File: src/design/cifr_pkg.sv
// Shared types and constants of the character image flip/rotate engine.
`default_nettype none

package cifr_pkg;

    // Request codes
    typedef enum logic [1:0] {
        REQ_WR_PRIMARY   = 2'd0,
        REQ_WR_SECONDARY = 2'd1,
        REQ_READ         = 2'd2,
        REQ_NONE         = 2'd3
    } req_t;

    // Transform modes; codes 6 and 7 pass the primary pixel through
    typedef enum logic [2:0] {
        MODE_MIRROR_COL  = 3'd0,
        MODE_MIRROR_ROW  = 3'd1,
        MODE_ROT_LEFT    = 3'd2,
        MODE_ROT_RIGHT   = 3'd3,
        MODE_INVERT      = 3'd4,
        MODE_SUPERIMPOSE = 3'd5,
        MODE_PASS_A      = 3'd6,
        MODE_PASS_B      = 3'd7
    } mode_t;

    // Configuration register indexes
    typedef enum logic [0:0] {
        CFG_MODE      = 1'b0,
        CFG_SIDE_LAST = 1'b1
    } cfg_idx_t;

    localparam logic [2:0] MODE_RESET      = 3'd0;
    localparam logic [5:0] SIDE_LAST_RESET = 6'd57;

    localparam logic [7:0] CH_UNDERSCORE = 8'h5F;
    localparam logic [7:0] CH_AT         = 8'h40;
    localparam logic [7:0] CH_EQUALS     = 8'h3D;
    localparam logic [7:0] CH_HASH       = 8'h23;
    localparam logic [7:0] CH_DOT        = 8'h2E;
    localparam logic [7:0] CH_SPACE      = 8'h20;

    // Read request after coordinate remap
    typedef struct packed {
        logic       outside;  // requested position lies beyond the image
        logic [5:0] prim_row; // primary image position to fetch
        logic [5:0] prim_col;
        mode_t      mode;
    } rd_ctl_t;

endpackage

`default_nettype wire

File: src/design/cifr_remap.sv
// Maps a requested output position to the primary image position it shows.
`default_nettype none

module cifr_remap #(
    parameter int SIDE = 64
) (
    input  wire logic [2:0]     mode,
    input  wire logic [5:0]     side_last,
    input  wire logic [5:0]     row,
    input  wire logic [5:0]     col,
    output cifr_pkg::rd_ctl_t   ctl
);
    import cifr_pkg::*;

    localparam logic [5:0] LAST_MAX = 6'(SIDE - 1);

    logic [5:0] last;
    logic [5:0] last_m_row;
    logic [5:0] last_m_col;
    mode_t      mode_e;

    always_comb begin
        // clamp the image to the store
        last       = (side_last > LAST_MAX) ? LAST_MAX : side_last;
        last_m_row = last - row;
        last_m_col = last - col;
        mode_e     = mode_t'(mode);

        ctl.outside = (row > last) || (col > last);
        ctl.mode    = mode_e;
        unique case (mode_e)
            MODE_MIRROR_COL: begin
                ctl.prim_row = row;
                ctl.prim_col = last_m_col;
            end
            MODE_MIRROR_ROW: begin
                ctl.prim_row = last_m_row;
                ctl.prim_col = col;
            end
            MODE_ROT_LEFT: begin
                ctl.prim_row = col;
                ctl.prim_col = last_m_row;
            end
            MODE_ROT_RIGHT: begin
                ctl.prim_row = last_m_col;
                ctl.prim_col = row;
            end
            default: begin
                ctl.prim_row = row;
                ctl.prim_col = col;
            end
        endcase
    end

endmodule

`default_nettype wire

File: config.mk
export PLATFORM = sky130hd
export DESIGN_NAME = cifr_remap
export DESIGN_NICKNAME = d
export VERILOG_FILES = /design/src/design/cifr_pkg.sv /design/src/design/cifr_remap.sv
export SDC_FILE = /design/constraint.sdc
export NUM_CORES = 1
export LEC_CHECK = 0
export BUFFER_PORTS_ARGS = -buffer_cell sky130_fd_sc_hd__buf_2
export CORE_MARGIN = 3
export CORE_UTILIZATION = 45
export DETAILED_ROUTE_END_ITERATION = 10
export GPL_TIMING_DRIVEN = 0
export PLACE_DENSITY = 0.88
export SYNTH_ARGS = -nofsm -noshare
export SYNTH_HDL_FRONTEND = slang
export SYNTH_SLANG_ARGS = --single-unit
export TNS_END_PERCENT = 100
File: constraint.sdc
create_clock -name vclk -period 1.7
set_input_delay 0.085 -clock vclk [all_inputs]
set_output_delay 0.085 -clock vclk [all_outputs]
set_load 0.05 [all_outputs]
Word level (Yosys, flattened, before mapping)
Index checks and enable logic that the tools add are counted.
Widths: inputs -> output; s select.
{"block": "totals", "wordCells": 12, "output_inout_bits": 16, "ramBits": 0, "latchBits": 0, "romBits": 0, "memories": 0, "inputBits": 21, "register_bits": 0}
{"block": "op_classes", "order_cmp": 3, "n_addsub": 2, "n_shift": 0, "bitwise": 0, "eq_ne": 3, "n_div": 0, "n_mul": 0, "mux": 2, "reduce_logical": 2}
{"op": "$pmux 12 s4", "n": 1}
{"op": "$gt 6x6->1", "n": 2}
{"op": "$sub 6x6->6", "n": 2}
{"op": "$eq 3x2->1 const B", "n": 2}
{"op": "$gt 6x6->1 const B", "n": 1}
{"op": "$mux 6", "n": 1}
{"op": "$eq 3x1->1 const B", "n": 1}
{"op": "$logic_not 3->1", "n": 1}
{"op": "$logic_or 1x1->1", "n": 1}

Longest topological paths before layout
Gate-level depths: netlist (run 1).
{"block": "depth", "depth_word": 4, "depth_mapped": 8, "ltp_nobuf": 8}

Least setup slack after synthesis (run 1)
OpenSTA, ideal clock, no wires.
{"block": "synth_timing", "kind": "input to output", "startpoint": "input side_last[0]", "endpoint": "output ctl[11] (netlist bit)", "t_required_ns": 1.615, "arrival_time_ns": 2.241, "stages": 6, "slack_ns": -0.626, "cell_sequence": "inv_1 ha_1 fa_1 xnor2_1 a211oi_1 a221oi_1"}
{"element": "start: declaration", "line_no": "cifr_remap.sv:8", "source": "input wire logic [5:0] side_last,"}
{"element": "end: declaration", "line_no": "cifr_remap.sv:11", "source": "output cifr_pkg::rd_ctl_t ctl"}

==> results.md, run 1 <==
* Share of post-route cells with drive strength above 1 at 56.5%
* Dpl cells at 216
* CLK BUF at 0
* First-pass detailed-route iteration total at 4
* Post-synthesis compound-gate area fraction at 36.9%
* DRC at 0
* Max Cap Viol at 0
* Final Hold Viols at 0
* Total gr overflow at 0
* Cell count after synthesis at 153
* CP startpoint kind: input port
* CP startpoint: side_last[0]
* Reg power frac at 0%
* Vias per cell at 6.38
* Final core utilization at 87.3%
* Worst Hold Class: in -> out
* Slowest library cell on the worst path: a221o_2
* Syn Std Cell Area at 1050 um2
* Largest net degree at the start of global routing at 11
* CP Class: in -> out
* Post-place setup slack at -310 ps
* RSZ-0062 raised after global routing: yes
* ANT cells at 0
* Most frequent CP cell: buf_8
* Core footprint at 2080 um2
* CP endpoint kind: primary output
* Relative slew slack at 62.3%
* Logic pwr share at 100.0%
* Power per cell area at 443 nW/um2
* WHS at 473 ps
* Status: finished with violations
* Post-synth cell types at 44
* Cell Rows at 16
* GP Congestion at 0.942
* Antenna-violating nets left at 0
* Period utilisation layout at 109%
* Chip width at 54.4 um
* Tot Pwr at 806 uW
* CP required at 1620 ps
* Vias in the first global route at 1,392
* Die H at 54.4 um
* Clock share of power at 0%
* GRT Total Usage at 28.6%
* Crit path time final at 1850 ps
* Post-Synth Simple-Gate Area at 25.7%
* Fin cells at 227
* Iteration-0 DRC Markers at 57
* Fin area at 1820 um2
* Setup total negative slack at -491 ps
* Register area share after synthesis at 0%
* Syn nets at 188
* DP HPWL at 2710 um
* Die ar. at 2960 um2
* Fmax at 0.539 GHz
* Max-slew violations at 0
* Violated checks: negative setup slack
* Sw frac at 56.9%
* Via count at 1,449
* Starting density of the core at 50.7%
* PortBufs at 36
* Hold Crit Start: mode[0]
* Xor and xnor area share after synthesis at 1.66%
* Seq cells at 0
* Worst slew pin tran at 566 ps
* Setup ws final at -155 ps
* P_sw at 459 uW
* Routed WL per cell at 19.8 um
* Top Ports at 37
* CP arrival at 1770 ps
* Area growth, synth to finish at 72.4%
* Crit-path max cell delay at 390 ps
* Nets at 237
* Routed WL at 4500 um
* Pleak at 0.758 nW
* Combinational family with the most area after synthesis: compound AO/OA/AOI/OAI gates
* Mux cell area share after synthesis at 4.86%
* Post-synthesis adder-cell area fraction at 18.0%
* Setup violations, final at 7
* Worst-path maximum fanout at 2
* Sequential cell area at 0 um2
* First-pass GRT wire length at 6210 um
* Power Internal at 347 uW
* Avg Cell Area, Syn at 6.89 um2
* Syn. warnings at 0
* Maximum vdd ir drop at 313 uV
* Crit-path cells: buf_8, inv_6, ha_4, fa_2, nor2b_1, o21ai_1, a21boi_1, nor2_1, a221o_2, buf_8
* Hold buffer count at cts at 0
* Initial antenna violation count at 0
* Placed inst area at 1340 um2
## routing by layer
metal  routed length (um)  global-route usage, %  up-vias
li1                     -                      -      658
met1                 1650                   32.5      664
met2                 2270                   55.6      101
met3                  372                   1.63       26
met4                  208                   9.13        0
met5                    0                      0        -
## area by class of cell
| class | instances | area (um2) |
|---|---|---|
| well taps | 27 | 33.8 |
| inverters | 16 | 72.6 |
| repair buffers | 47 | 405 |
| fillers | 100 | 264 |
| plain buffers | 11 | 75.1 |
| multi-input cells | 126 | 1230 |
## synth_stat cells, types with 2 or more instances
master,n,share of area [%]
a22oi_1,4,2.8
buf_2,3,1.4
mux2i_1,4,3.8
a211oi_1,5,3.6
a21boi_0,2,1.4
nor3_1,7,3.3
fa_1,2,3.8
nor3b_1,4,2.8
nor2b_1,5,3.0
o21a_1,4,2.8
ha_1,12,14
nand2_1,5,1.8
clkbuf_1,2,0.71
nor2_1,16,5.7
nand2b_1,5,3.0
buf_4,4,2.8
inv_1,16,5.7
buf_6,2,2.1
a32oi_1,2,1.7
o22ai_1,6,3.6
o21ai_0,11,5.2
a21oi_1,9,4.3
a221o_1,2,1.9
## worst max-delay path: cells and delay by family
family,cells,cell delay (ps)
AO/OA/AOI/OAI,3,680
adder cells (fa/ha/maj),2,500
buffers and inverters,3,280
AND/OR/NAND/NOR,2,220
## kinds of logic (layout without fill, tap and decap cells)
kind of cell / Yosys count / after routing
buf+inv: 27 / 74
xor+xnor: 2 / 2
mux: 5 / 5
simple gates: 50 / 50
compound gates: 55 / 55
fa+ha+maj: 14 / 14
## what timing repair did
item,in CTS,in global routing
gates resized for setup,60,34
pin swaps,23,28
setup endpoints to repair,9,9
setup buffers,7,6
## final timing paths
path / to / slack, ps / cells after the start
setup / recovery: ctl[13] / -150 / 10
hold / removal: ctl[0] / 470 / 2
## cells in the final DEF, fill, tap and decap left out, types with 6 or more instances in the layout
cell type	netlist	routed
buf_4	4	13
inv_1	16	10
ha_4	0	8
buf_8	0	6
nor2_1	16	14
o21ai_0	11	7
a21oi_1	9	9
buf_2	3	21
buf_6	2	16
## power by group through the flow
stage	Clock [mW]	Sequential (mW)	Combinational, mW
after floorplan	0	0	0.441
final	0	0	0.806
after CTS	0	0	0.689
after global placement	0	0	0.556
after detailed placement	0	0	0.572
after global routing	0	0	0.845
(Power assumes the default switching activity.)
==> run 2: changes to the inputs <==
Settings changed: ABC_AREA set to 1, PLACE_DENSITY 0.88 to 0.87.
Clock period 1.7 ns to 1.8 ns, I/O delays scaled along.
==> results.md, run 2 <==
* Commonest non-fill, non-tap cell in the layout: nand2_1
* Tot Pwr at 490 uW
* Initial antenna violation count at 0
* Status: complete, no violations
* Vias in the first global route at 1,143
* GP Congestion at 0.919
* Most frequent cells in the layout: nand2_1 (57), buf_2 (34), inv_1 (24)
* Iteration-0 DRC Markers at 28
* Die H at 51.7 um
* Starting density of the core at 51.1%
* Antenna-violating nets left at 0
* Area growth, synth to finish at 27.2%
* WL met3 at 146 um
* Top Ports at 37
* Syn nets at 196
* CP required at 1710 ps
* First-pass detailed-route iteration total at 4
* Relative slew slack at 60.3%
* Core footprint at 1840 um2
* Vias per cell at 5.44
* Period utilisation layout at 93.4%
* DR WL met2 at 1510 um
* CP endpoint kind: primary output
* Area share of the largest cell type after synthesis at 22.8%
* ANT cells at 0
* M1 WL at 1260 um
* PortBufs at 36
* Final Hold Viols at 0
* Post-synth cell types at 25
* Register area share after synthesis at 0%
* Hold buffer count at cts at 0
* Fin area at 1190 um2
* Power per cell area at 410 nW/um2
* Fmax at 0.595 GHz
* Sequential cell area at 0 um2
* Syn. warnings at 0
* Worst Hold Class: in -> out
* Largest net degree at the start of global routing at 11
* Top post-synthesis cells by count: nand2_1 (57), inv_1 (25), ha_1 (12), nand3_1 (12), a21oi_1 (7)
* Cell count after synthesis at 161
* GRT Total Usage at 22.9%
* Routed WL per cell at 13.3 um
* Cell Rows at 15
* Max Cap Viol at 0
* CLK BUF at 0
* Seq cells at 0
* CP startpoint kind: input port
* Pleak at 0.662 nW
* Share of post-route cells with drive strength above 1 at 32.5%
* Crit path time final at 1680 ps
* Most numerous cell in the Yosys netlist: nand2_1
* Worst slew pin tran at 592 ps
* Maximum vdd ir drop at 275 uV
* Chip width at 51.7 um
* Max-slew violations at 0
* Synth top area cells: nand2_1 (23%), ha_1 (16%), inv_1 (10%)
* DRC at 0
* Worst-path maximum fanout at 3
* Total gr overflow at 0
* Fin cells at 222
* RSZ-0062 raised after global routing: no
* Syn Std Cell Area at 940 um2
* Setup violations, final at 0
* Top Metal Used: met4
* First-pass GRT wire length at 4820 um
* Yosys top cell by area: nand2_1
* Via count at 1,208
* Setup total negative slack at 0 ps
* Placed inst area at 1150 um2
* Nets at 234
* DP HPWL at 2530 um
* Routed WL at 2950 um
* Dpl cells at 222
* CP Class: in -> out
* Die ar. at 2670 um2
* Avg Cell Area, Syn at 5.84 um2
* CP arrival at 1590 ps
* Final core utilization at 65.0%
run 2: cell types whose count changed in the layout (fill, tap and decap cells not counted), sizes merged, moves of 6 or more:
cell	delta
nand2	+52
o21ai	-10
nor2b	-6
inv	+16
nand3	+11
o2111ai	+6
buf	-15
nor2	-10
o22ai	-6
run 2: worst paths after layout:
check             startpoint  endpoint  slack (ps)  cells past startpoint
setup / recovery      row[0]    ctl[7]         120                     11
hold / removal       mode[2]    ctl[2]         490                      2
run 2: what timing repair did:
action                     4_1_cts  5_1_grt
setup endpoints to repair        2        4
gates resized for setup          3        9
pin swaps                        0        3
buffers inserted                 0        0
run 2: power by group:
group | switching (mW) | total [mW] | internal [mW]
clock network | 0 | 0 | 0
registers | 0 | 0 | 0
logic | 0.335 | 0.490 | 0.156
run 2: critical path, cell delays in order:
cell and delay, ps:
buf_2 130, ha_4 170, fa_2 370, nand3b_1 190, nand2_1 70, nand2_1 70
nand2_1 70, inv_1 50, nand2_1 70, o2111ai_2 100, buf_4 210
run 2: per-layer routing:
metal | track usage, % | vias to the layer above
li1 | - | 598
met1 | 27.6 | 556
met5 | 0 | -
met4 | 1.75 | 0
met3 | 0.287 | 6
met2 | 46.4 | 48
run 2: layout make-up:
type / instances / area (um2)
Tap cell: 25 / 31.3
Buffer: 5 / 38.8
Timing Repair Buffer: 36 / 188
Multi-Input combinational cell: 123 / 811
Inverter: 33 / 126
Fill cell: 185 / 644
run 2: through the flow:
step / hold WS [ps] / setup slack, ps
after floorplan: 347 / 51.1
after global placement: 483 / -9.75
after detailed placement: 486 / -34.5
after CTS: 486 / 17.7
after global routing: 494 / 10.5
final: 485 / 118
run 2: logic make-up after synthesis:
logic type / synth area share [%]
and+or+nand+nor: 43.0
buffers and inverters: 17.6
AOI/OAI and AO/OA: 15.4
adders and majority gates: 20.2
xor gates and xnor gates: 3.73
==> run 3: changes to the inputs <==
Settings changed: ABC_AREA 1 to not set, BUFFER_PORTS_ARGS -buffer_cell sky130_fd_sc_hd__buf_2 to not set, DONT_BUFFER_PORTS set to 1, PLACE_DENSITY 0.87 to 0.72.
==> results.md, run 3 (synthesis gave the netlist of run 1 again) <==
* Final Hold Viols at 0
* Vias per cell at 6.64
* Worst-path maximum fanout at 2
* Power per cell area at 421 nW/um2
* First-pass GRT wire length at 5290 um
* Die ar. at 2960 um2
* Setup violations, final at 1
* Initial antenna violation count at 0
* CP required at 1710 ps
* First-pass detailed-route iteration total at 4
* Setup ws final at -11.5 ps
* Period utilisation layout at 101%
* Relative slew slack at 35.9%
* Tot Pwr at 550 uW
* Worst slew pin tran at 955 ps
* Seq cells at 0
* Hold buffer count at cts at 0
* Fin cells at 182
* PortBufs at 0
* Violated checks: negative setup slack
* Max Cap Viol at 0
* Most frequent cells in the layout: inv_1 (16), nor2_1 (15), a21oi_1 (9), ha_1 (9), nor3_1 (7)
* CP arrival at 1720 ps
* ANT cells at 0
* DRC at 0
* Commonest non-fill, non-tap cell in the layout: inv_1
* DP HPWL at 2560 um
* Iteration-0 DRC Markers at 37
* GRT Total Usage at 23.2%
* Routed WL at 3430 um
* Top Ports at 37
* Status: finished with violations
* GP Congestion at 0.873
* Crit path time final at 1810 ps
* Fmax at 0.552 GHz
* Starting density of the core at 50.7%
* Share of post-route cells with drive strength above 1 at 29.7%
* RSZ-0062 raised after global routing: yes
* Pleak at 0.512 nW
* Filler cell count at 180
* Routed WL per cell at 18.9 um
* Dpl cells at 180
* CP endpoint kind: primary output
* Worst Hold Class: in -> out
* CP Class: in -> out
* Die H at 54.4 um
* Chip width at 54.4 um
* CLK BUF at 0
* Maximum vdd ir drop at 204 uV
* CP startpoint kind: input port
* Max-slew violations at 0
* Nets at 192
* Largest net degree at the start of global routing at 11
* Vias in the first global route at 1,202
* Via count at 1,209
* Area growth, synth to finish at 24.0%
* Multi-input logic area at 1120 um2
* Sequential cell area at 0 um2
* Antenna-violating nets left at 0
* Cell Rows at 16
* Total gr overflow at 0
* Core footprint at 2080 um2
run 3: final cells by class:
class                      count  area share (%)
tap                           27            2.58
multi-input combinational    126            85.9
buffer                        11            5.74
inverter                      16            4.59
timing repair buffer           2            1.15
run 3: routing by layer:
metal	vias to the layer above	wire, um	global-route usage (%)
li1	570	-	-
met1	568	1420	28.1
met2	67	1660	42.4
met3	4	330	3.81
met4	0	28	4.98
met5	-	0	0
run 3: metrics by stage:
stage	worst slack (ps)	hold WS [ps]	TNS [ps]	area, um2	utilization [%]
global route	-70.0	350	-118	1310	62.8
finish	-11.5	348	-11.5	1310	62.8
CTS	1.48	349	0	1200	57.8
global placement	-215	349	-693	1130	54.3
detailed placement	-226	349	-898	1130	54.3
floorplan	-52.3	347	-95.5	1100	-
run 3: final timing paths:
path                      from       to  slack, ps  depth (start not counted)
setup / recovery  side_last[0]  ctl[13]        -10                          8
hold / removal         mode[1]   ctl[1]        350                          1
run 3: worst max-delay path, stage by stage:
cell	delay, ps
inv_1	70
ha_4	180
fa_2	370
nor2b_2	160
o21ai_2	80
a21boi_2	180
nor2_2	70
a221o_2	520
run 3: timing repair:
| item | CTS | global route |
|---|---|---|
| resized for setup | 11 | 18 |
| pin swaps | 5 | 8 |
| endpoints found under the setup margin | 7 | 9 |
| setup buffers | 1 | 1 |
run 3: report_power, final:
part | internal, mW | total (mW) | switching, mW
Sequential | 0 | 0 | 0
Combinational | 0.195 | 0.550 | 0.355
Clock | 0 | 0 | 0
